`config.mk`:
```
export PLATFORM = sky130hd
export DESIGN_NAME = cocktail_shaker_sorter
export DESIGN_NICKNAME = d
export VERILOG_FILES = /design/src/rtl/css_pkg.sv /design/src/rtl/css_mem.sv /design/src/rtl/css_engine.sv /design/src/rtl/cocktail_shaker_sorter.sv
export VERILOG_INCLUDE_DIRS = /design/src /design/src/rtl
export SDC_FILE = /design/constraint.sdc
export NUM_CORES = 2
export LEC_CHECK = 0
export BUFFER_PORTS_ARGS = -buffer_cell sky130_fd_sc_hd__buf_4
export CAP_MARGIN = 25
export CORE_MARGIN = 1
export CORE_UTILIZATION = 40
export DETAILED_ROUTE_END_ITERATION = 16
export GPL_TIMING_DRIVEN = 0
export PLACE_DENSITY = 0.66
export SYNTH_ARGS = -nofsm -noshare
export SYNTH_HDL_FRONTEND = slang
export SYNTH_SLANG_ARGS = --single-unit
```
`constraint.sdc`:
```
create_clock -name clk_i -period 7.3 [get_ports clk_i]
set_clock_uncertainty 0.1 [all_clocks]
set_input_delay 0.73 -clock clk_i [delete_from_list [all_inputs] [get_ports clk_i]]
set_output_delay 0.73 -clock clk_i [all_outputs]
set_load 0.02 [all_outputs]
```
`src/rtl/assert_macros.svh`:
```
// Assertion macros for the RTL file that carries assertions.
`ifndef ASSERT_MACROS_SVH
`define ASSERT_MACROS_SVH

// Checked at every rising clock edge while reset is released.
`define ASSERT_RST(label, prop) \
  label: assert property (@(posedge clk_i) disable iff (!rst_ni) (prop)) \
    else $error("assertion failed");

// Checked at every rising clock edge, reset included.
`define ASSERT_ALL(label, prop) \
  label: assert property (@(posedge clk_i) (prop)) \
    else $error("assertion failed");

`endif

```
`src/rtl/css_pkg.sv`:
```
// Shared types and constants of the cocktail shaker sorter.
`timescale 1ns / 1ps

package css_pkg;

  // Width of one stored element.
  localparam int unsigned DataW = 32;

  // One signed element of the data set.
  typedef logic signed [DataW-1:0] data_t;

endpackage

```
`src/rtl/css_mem.sv`:
```
// Element store: one write port, one read port with registered read data.
`timescale 1ns / 1ps

module css_mem #(
  parameter int unsigned DEPTH = 64,
  parameter int unsigned AW    = 6
) (
  input  logic              clk_i,
  input  logic              we_i,
  input  logic [AW-1:0]     waddr_i,
  input  css_pkg::data_t    wdata_i,
  input  logic              re_i,
  input  logic [AW-1:0]     raddr_i,
  output css_pkg::data_t    rdata_o
);

  css_pkg::data_t mem_q [DEPTH];
  css_pkg::data_t rdata_q;

  // Write port.
  always_ff @(posedge clk_i) begin
    if (we_i) begin
      mem_q[waddr_i] <= wdata_i;
    end
  end

  // Read port with registered read data.
  always_ff @(posedge clk_i) begin
    if (re_i) begin
      rdata_q <= mem_q[raddr_i];
    end
  end

  assign rdata_o = rdata_q;

endmodule

```
`src/rtl/css_engine.sv`:
```
// Load, sort and unload sequencer working on the element store.
`timescale 1ns / 1ps

module css_engine #(
  parameter int unsigned DEPTH = 64,
  parameter int unsigned AW    = 6
) (
  input  logic              clk_i,
  input  logic              rst_ni,
  input  logic              start_i,
  input  css_pkg::data_t    value_i,
  input  logic              last_i,
  output logic              busy_o,
  output logic              result_valid_o,
  output css_pkg::data_t    sorted_value_o,
  output logic              final_res_o,
  // Element store port.
  output logic              mem_we_o,
  output logic [AW-1:0]     mem_waddr_o,
  output css_pkg::data_t    mem_wdata_o,
  output logic              mem_re_o,
  output logic [AW-1:0]     mem_raddr_o,
  input  css_pkg::data_t    mem_rdata_i
);

  localparam int unsigned CntW = AW + 1;

  typedef enum logic [2:0] {
    ST_IDLE,
    ST_FWD,
    ST_F_END,
    ST_BWD,
    ST_B_END,
    ST_OUT
  } state_e;

  state_e         state_q, state_d;
  logic [CntW-1:0] cnt_q, cnt_d;
  logic [AW-1:0]  lo_q, lo_d;
  logic [AW-1:0]  hi_q, hi_d;
  logic [AW-1:0]  ptr_q, ptr_d;
  logic [AW-1:0]  mark_q, mark_d;
  logic [AW-1:0]  didx_q;
  logic           rd_act_q, rd_act_d;
  logic           dv_q;
  logic           swapped_q, swapped_d;
  css_pkg::data_t carry_q, carry_d;

  logic            accept;
  logic            room;
  logic [CntW-1:0] cnt_inc;
  logic [CntW-1:0] last_pos;
  logic            fwd_swap;
  logic            bwd_swap;

  assign accept   = start_i && (state_q == ST_IDLE);
  assign room     = cnt_q < CntW'(DEPTH);
  assign cnt_inc  = cnt_q + (room ? CntW'(1) : CntW'(0));
  assign last_pos = cnt_q - CntW'(1);
  assign fwd_swap = carry_q > mem_rdata_i;
  assign bwd_swap = mem_rdata_i > carry_q;

  // Next state, read issue and write-back selection.
  always_comb begin
    state_d     = state_q;
    cnt_d       = cnt_q;
    lo_d        = lo_q;
    hi_d        = hi_q;
    ptr_d       = ptr_q;
    mark_d      = mark_q;
    rd_act_d    = rd_act_q;
    swapped_d   = swapped_q;
    carry_d     = carry_q;
    mem_we_o    = 1'b0;
    mem_waddr_o = '0;
    mem_wdata_o = carry_q;
    mem_re_o    = 1'b0;
    mem_raddr_o = ptr_q;

    // Streaming reads: one address per cycle until the end of the sweep or of the unload.
    if (rd_act_q && (state_q == ST_FWD || state_q == ST_BWD || state_q == ST_OUT)) begin
      mem_re_o = 1'b1;
      case (state_q)
        ST_FWD: begin
          if (ptr_q == hi_q) rd_act_d = 1'b0;
          else ptr_d = ptr_q + AW'(1);
        end
        ST_BWD: begin
          if (ptr_q == lo_q) rd_act_d = 1'b0;
          else ptr_d = ptr_q - AW'(1);
        end
        default: begin
          if ({1'b0, ptr_q} == last_pos) rd_act_d = 1'b0;
          else ptr_d = ptr_q + AW'(1);
        end
      endcase
    end

    case (state_q)
      ST_IDLE: begin
        // Load one item per accepted start; extra items are dropped.
        if (accept) begin
          mem_we_o    = room;
          mem_waddr_o = cnt_q[AW-1:0];
          mem_wdata_o = value_i;
          cnt_d       = cnt_inc;
          if (last_i) begin
            ptr_d    = '0;
            rd_act_d = 1'b1;
            if (cnt_inc >= CntW'(2)) begin
              lo_d      = '0;
              hi_d      = AW'(cnt_inc - CntW'(1));
              mark_d    = '0;
              swapped_d = 1'b0;
              state_d   = ST_FWD;
            end else begin
              state_d = ST_OUT;
            end
          end
        end
      end
      ST_FWD: begin
        // Carry the running maximum upward; write the smaller one behind it.
        if (dv_q) begin
          if (didx_q == lo_q) begin
            carry_d = mem_rdata_i;
          end else begin
            mem_we_o    = 1'b1;
            mem_waddr_o = didx_q - AW'(1);
            mem_wdata_o = fwd_swap ? mem_rdata_i : carry_q;
            carry_d     = fwd_swap ? carry_q : mem_rdata_i;
            if (fwd_swap) begin
              swapped_d = 1'b1;
              mark_d    = didx_q - AW'(1);
            end
          end
          if (didx_q == hi_q) state_d = ST_F_END;
        end
      end
      ST_F_END: begin
        // Park the maximum at the top of the window, then sweep back or unload.
        mem_we_o    = 1'b1;
        mem_waddr_o = hi_q;
        if (!swapped_q || mark_q == lo_q) begin
          ptr_d    = '0;
          rd_act_d = 1'b1;
          state_d  = ST_OUT;
        end else begin
          hi_d     = mark_q;
          ptr_d    = mark_q;
          rd_act_d = 1'b1;
          state_d  = ST_BWD;
        end
      end
      ST_BWD: begin
        // Carry the running minimum downward; write the larger one behind it.
        if (dv_q) begin
          if (didx_q == hi_q) begin
            carry_d = mem_rdata_i;
          end else begin
            mem_we_o    = 1'b1;
            mem_waddr_o = didx_q + AW'(1);
            mem_wdata_o = bwd_swap ? mem_rdata_i : carry_q;
            carry_d     = bwd_swap ? carry_q : mem_rdata_i;
            if (bwd_swap) mark_d = didx_q + AW'(1);
          end
          if (didx_q == lo_q) state_d = ST_B_END;
        end
      end
      ST_B_END: begin
        // Park the minimum at the bottom and shrink the window, then sweep forward or unload.
        mem_we_o    = 1'b1;
        mem_waddr_o = lo_q;
        lo_d        = mark_q;
        if (mark_q < hi_q) begin
          ptr_d     = mark_q;
          rd_act_d  = 1'b1;
          swapped_d = 1'b0;
          state_d   = ST_FWD;
        end else begin
          ptr_d    = '0;
          rd_act_d = 1'b1;
          state_d  = ST_OUT;
        end
      end
      ST_OUT: begin
        // Results leave straight from the read register.
        if (dv_q && ({1'b0, didx_q} == last_pos)) begin
          cnt_d   = '0;
          lo_d    = '0;
          hi_d    = '0;
          state_d = ST_IDLE;
        end
      end
      default: begin
        state_d = ST_IDLE;
      end
    endcase
  end

  // State, control and datapath registers.
  always_ff @(posedge clk_i or negedge rst_ni) begin
    if (!rst_ni) begin
      state_q   <= ST_IDLE;
      cnt_q     <= '0;
      lo_q      <= '0;
      hi_q      <= '0;
      ptr_q     <= '0;
      mark_q    <= '0;
      didx_q    <= '0;
      rd_act_q  <= 1'b0;
      dv_q      <= 1'b0;
      swapped_q <= 1'b0;
    end else begin
      state_q   <= state_d;
      cnt_q     <= cnt_d;
      lo_q      <= lo_d;
      hi_q      <= hi_d;
      ptr_q     <= ptr_d;
      mark_q    <= mark_d;
      didx_q    <= ptr_q;
      rd_act_q  <= rd_act_d;
      dv_q      <= mem_re_o;
      swapped_q <= swapped_d;
    end
  end

  // The carried element is payload and needs no reset.
  always_ff @(posedge clk_i) begin
    carry_q <= carry_d;
  end

  assign busy_o         = (state_q != ST_IDLE);
  assign result_valid_o = dv_q && (state_q == ST_OUT);
  assign sorted_value_o = mem_rdata_i;
  assign final_res_o    = result_valid_o && ({1'b0, didx_q} == last_pos);

endmodule

```
`src/rtl/cocktail_shaker_sorter.sv`:
```
// Top level of the cocktail shaker sorter: sequencer plus element store.
//
//   channel  | handshake                 | payload
//   ---------+---------------------------+------------------------------
//   input    | start_i, busy_o           | value_i, last_i
//   result   | result_valid_o (strobe)   | sorted_value_o, final_res_o
//
// Loading takes one item per cycle. After the item marked last, the set is
// sorted by forward and backward sweeps over a shrinking window, whose pace
// is set by the single read port and single write port of the element store.
// Unloading gives the n elements back in order, one result a cycle.
// Reset clears the control state only; the store holds no valid bits.
// busy_o stays high from the last item until the final result has left.
`timescale 1ns / 1ps
`include "assert_macros.svh"

module cocktail_shaker_sorter #(
  parameter int unsigned DEPTH = 64
) (
  input  logic           clk_i,
  input  logic           rst_ni,
  input  logic           start_i,
  output logic           busy_o,
  input  css_pkg::data_t value_i,
  input  logic           last_i,
  output logic           result_valid_o,
  output css_pkg::data_t sorted_value_o,
  output logic           final_res_o
);

  localparam int unsigned AW = (DEPTH > 1) ? $clog2(DEPTH) : 1;

  logic           mem_we;
  logic [AW-1:0]  mem_waddr;
  css_pkg::data_t mem_wdata;
  logic           mem_re;
  logic [AW-1:0]  mem_raddr;
  css_pkg::data_t mem_rdata;

  // Sequencer for load, sort sweeps and unload.
  css_engine #(
    .DEPTH (DEPTH),
    .AW    (AW)
  ) u_engine (
    .clk_i          (clk_i),
    .rst_ni         (rst_ni),
    .start_i        (start_i),
    .value_i        (value_i),
    .last_i         (last_i),
    .busy_o         (busy_o),
    .result_valid_o (result_valid_o),
    .sorted_value_o (sorted_value_o),
    .final_res_o    (final_res_o),
    .mem_we_o       (mem_we),
    .mem_waddr_o    (mem_waddr),
    .mem_wdata_o    (mem_wdata),
    .mem_re_o       (mem_re),
    .mem_raddr_o    (mem_raddr),
    .mem_rdata_i    (mem_rdata)
  );

  // Element store.
  css_mem #(
    .DEPTH (DEPTH),
    .AW    (AW)
  ) u_mem (
    .clk_i   (clk_i),
    .we_i    (mem_we),
    .waddr_i (mem_waddr),
    .wdata_i (mem_wdata),
    .re_i    (mem_re),
    .raddr_i (mem_raddr),
    .rdata_o (mem_rdata)
  );

  // Results only appear while the block is busy with a set.
  `ASSERT_ALL(a_result_when_busy, result_valid_o |-> busy_o)
  // The final flag only rides on a result.
  `ASSERT_ALL(a_final_with_result, final_res_o |-> result_valid_o)
  // An accepted last item starts sorting or unloading.
  `ASSERT_RST(a_last_starts, (start_i && !busy_o && last_i) |=> busy_o)
  // The final result frees the block for the next set.
  `ASSERT_RST(a_final_frees, (result_valid_o && final_res_o) |=> !busy_o)

endmodule
```
==> results.md <==
- Outcome: complete, no violations
- Number of antenna violations at the first check in global routing: 21
- Sequential fraction of design power: 38.6%
- Kind of start point of the critical path: flip-flop
- Initial DRT Pass Iterations: 7
- Relative contribution of combinational cells to total power: 40.2%
- Die ar.: 218100 um^2
- Pwr/cell area: 488.1 nW/um^2
- Htree depth: 4
- CP peak stage delay: 940 ps
- Std-Cell Rows: 170
- Fraction of layout instances using a drive strength above 1: 30.33%
- Worst hold slack across all endpoints: 272.4 ps
- Post-layout utilization of the core: 47.07%
- Most area-consuming cells after synthesis: sky130_fd_sc_hd__edfxtp_1 (73%), sky130_fd_sc_hd__mux4_2 (18%), sky130_fd_sc_hd__dfrtp_1 (1.2%)
- Most frequent CP cell: sky130_fd_sc_hd__buf_2
- Number of enable-type register cells in the synthesized netlist: 2112
- Maximum number of buffers from clock root to sink: 3
- Most numerous cell in the Yosys netlist: sky130_fd_sc_hd__edfxtp_1
- Overall die height: 467.0 um
- Net count after synthesis: 4014
- Final number of max-transition violations: 0
- Arrival @ worst endpoint: 5880 ps
- Crit path max fanout: 20
- Master cell of the clock root buffer: sky130_fd_sc_hd__clkbuf_16
- Post-synthesis area per instance: 21.99 um^2
- Die X: 467.0 um
- Hold Path Class: reg2reg
- Biggest area consumer among synthesized cells: sky130_fd_sc_hd__edfxtp_1
- Number of storage elements in the synthesis netlist: 2155
- Area used by multi-input combinational logic: 21560 um^2
- Master of the slowest instance on the critical path: sky130_fd_sc_hd__nor2_4
- Most used standard cells in the synthesized netlist: sky130_fd_sc_hd__edfxtp_1 (2112), sky130_fd_sc_hd__mux4_2 (672), sky130_fd_sc_hd__clkbuf_1 (118)
- Initial cell density of the core: 40.29%
- # clock sinks: 2155
- Period Utilization, post-route: 74.24%
- Total via count after detailed routing: 44650
- Least-Margin Pin Slew: 1084 ps
- Relative slew margins: 27.23%
- Count of pins on the block boundary: 71
- Wire per inst: 33.11 um
- Sort of element at the end of the critical path: flip-flop
- First-pass GRT wire length: 341700 um
- Final HPWL from detailed placement: 170900 um
- Overall overflow remaining after global route: 0
- Worst-skew pair later-pin latency: 880 ps
- Final number of hold-violating endpoints: 0
- Pre-CTS setup slack: 2120 ps
- Critical path, cell by cell: buf_2, nor3_1, and2_1, buf_2, a222oi_1, o21ai_1, nand3b_1, nand2b_1, nor2_4, buf_16
- Mapped Area: 86480 um^2
- Layout Nets: 4436
- Distinct cells, synth: 76
- # fillers: 17140
- Area of all sequential standard cells: 64500 um^2
- Initial drt markers: 6413
- F_max: 0.1845 GHz
- Setup repair after global routing missed its margin: false
- TritonCTS clock tree: done
- Setup-failing EPs final: 0
- Psw: 18.39 mW
- Max rail drop VDD: 409.1 uV
- Placer congestion estimate: 0.8921
- I/O Buffers: 70
- Count of yosys warnings during synthesis: 0
- Area share of the largest cell type after synthesis: 73.34%
- Final ANT Viol Nets: 0
- Overall fraction of global-route tracks in use: 22.38%
- Internal Dissipation: 30.91 mW
- Sequential fraction of the synthesis area: 74.58%
- Clock group share of total power: 21.2%
- Area grow syn2layout: 16.81%
- Post-Synthesis Cells: 3932
- CTS Buf Count: 208
- Number of global-route vias before repair: 44540
- DR vias/cell: 6.057
- LEAKAGE: 31.53 nW
- Share of total power consumed by net switching: 37.30%
- Synth Flop Type: sky130_fd_sc_hd__edfxtp_1
- Worst setup slack after layout: 1881 ps
- MaxCap Viol Count: 0
- Floorplan core area: 214600 um^2
- Period minus WS final: 5419 ps
- Overall routed net length: 244100 um
- Kind of critical path: reg2reg
- Async SR Flop Fraction: 1.995%
- Clock transition at path regs: 60 ps
- Required time at the worst-slack endpoint: 7760 ps
- Remaining routing DRC violations: 0
- Pin count of the biggest net entering global routing: 44
==> metrics by stage <==
step	setup TNS (ps)	instance area, um^2	cells	power (mW)
after global routing	0	101000	7367	50.63
after detailed placement	0	94320	6975	38.80
final	0	101000	7372	49.30
after CTS	0	100900	7359	49.16
after floorplan	0	86480	3932	29.06
after global placement	-2723830	90550	6840	36.89
==> metal layers <==
layer | global-route usage (%) | up-vias | wire length (um)
met4 | 10.32 | 6 | 11590
met5 | 0 | - | 37
met1 | 29.66 | 23980 | 91430
met2 | 35.07 | 2563 | 115200
li1 | - | 17670 | -
met3 | 5.279 | 426 | 25830
==> power groups by stage <==
| stage | combinational [mW] | sequential, mW | clock, mW |
|---|---|---|---|
| 2_1_floorplan | 9.63 | 19.4 | 0 |
| 3_3_place_gp | 16.6 | 20.3 | 0 |
| 3_5_place_dp | 19.6 | 19.2 | 0 |
| 4_1_cts | 19.6 | 19.0 | 10.6 |
| 5_1_grt | 20.6 | 19.1 | 11.0 |
| 6_report | 19.8 | 19.0 | 10.4 |
==> flip-flops by register name, indices dropped and copies added, names as in the netlist <==
name / flops
u_engine.carry_q: 32
u_engine.cnt_q: 7
u_engine.didx_q: 6
u_engine.dv_q: 1
u_engine.hi_q: 6
u_engine.lo_q: 6
u_engine.mark_q: 6
u_engine.mem_raddr_o: 6
u_engine.rd_act_q: 1
u_engine.state_q: 3
u_engine.swapped_q: 1
u_mem.mem_q: 2048
u_mem.rdata_o: 32
==> final cells by class <==
type	instances	area share [%]
sequential	2155	63.85
multi-input combinational	1479	21.34
clock buffer	263	5.378
timing repair buffer	212	3.520
tap	2838	3.515
clock inverter	120	1.126
buffer	243	1.049
inverter	55	0.2044
antenna	7	0.01734
==> worst max-delay path, delay by kind of cell, from the launching register on <==
family / cells / cell delay (ps)
buf+inv: 3 / 730
simple gates: 5 / 3010
compound gates: 2 / 840
flops: 1 / 400
==> layout by cell type, fill, tap and decap left out, drive strengths merged, types with 6 or more instances in the layout <==
| cell | Yosys | routed |
|---|---|---|
| nor3 | 12 | 12 |
| and3 | 38 | 38 |
| a211oi | 7 | 7 |
| xnor2 | 24 | 24 |
| a31oi | 6 | 6 |
| a22oi | 10 | 10 |
| nand2b | 17 | 17 |
| o211ai | 35 | 35 |
| diode | 0 | 7 |
| dfrtp | 43 | 43 |
| o21ai | 69 | 69 |
| nand3 | 21 | 21 |
| nor2 | 98 | 98 |
| buf | 121 | 332 |
| o221ai | 33 | 33 |
| bufinv | 0 | 12 |
| a22o | 8 | 8 |
| o31ai | 8 | 8 |
| a222oi | 6 | 6 |
| a32oi | 6 | 6 |
| nand2 | 55 | 55 |
| nand4 | 14 | 14 |
| o22ai | 7 | 7 |
| nor4 | 7 | 7 |
| clkbuf | 122 | 385 |
| mux2i | 35 | 35 |
| a21oi | 108 | 108 |
| edfxtp | 2112 | 2112 |
| clkinv | 0 | 97 |
| xor2 | 33 | 33 |
| inv | 55 | 63 |
| a311oi | 32 | 32 |
| mux4 | 672 | 672 |
| ha | 46 | 46 |
==> cells by family after synthesis <==
family	synth area share, %
and+or+nand+nor	1.794
AOI/OAI and AO/OA	2.908
xor gates and xnor gates	0.6815
buffers and inverters	1.461
adders and majority gates	0.6656
DFF	74.58
muxes	17.91
==> timing repair <==
item,CTS,global route
hold buffers,1,0
hold endpoints to repair,43,0
resized for setup,0,0
endpoints found under the setup margin,0,0
buffers inserted,0,0
==> path summary, 6_finish.rpt <==
path                                                   to  cells after the start  slack [ps]                              start
max                          u_mem.mem_q[14][4]$_DFFE_PP_                     10        1880    u_engine.state_q[1]$_DFFE_PN0P_
min                          u_engine.didx_q[4]$_DFF_PN0_                      0         270  u_engine.mem_raddr_o[4]$_DFF_PN0_
max reg2reg                  u_mem.mem_q[14][4]$_DFFE_PP_                     10        1880    u_engine.state_q[1]$_DFFE_PN0P_
min reg2reg                  u_engine.didx_q[4]$_DFF_PN0_                      0         270  u_engine.mem_raddr_o[4]$_DFF_PN0_
max in group asynchronous   u_engine.cnt_q[3]$_DFFE_PN0P_                      2        6260                             rst_ni
min in group asynchronous  u_engine.mark_q[0]$_DFFE_PN0P_                      2         360                             rst_ni
Note: power is estimated with default switching activity, not from simulation.
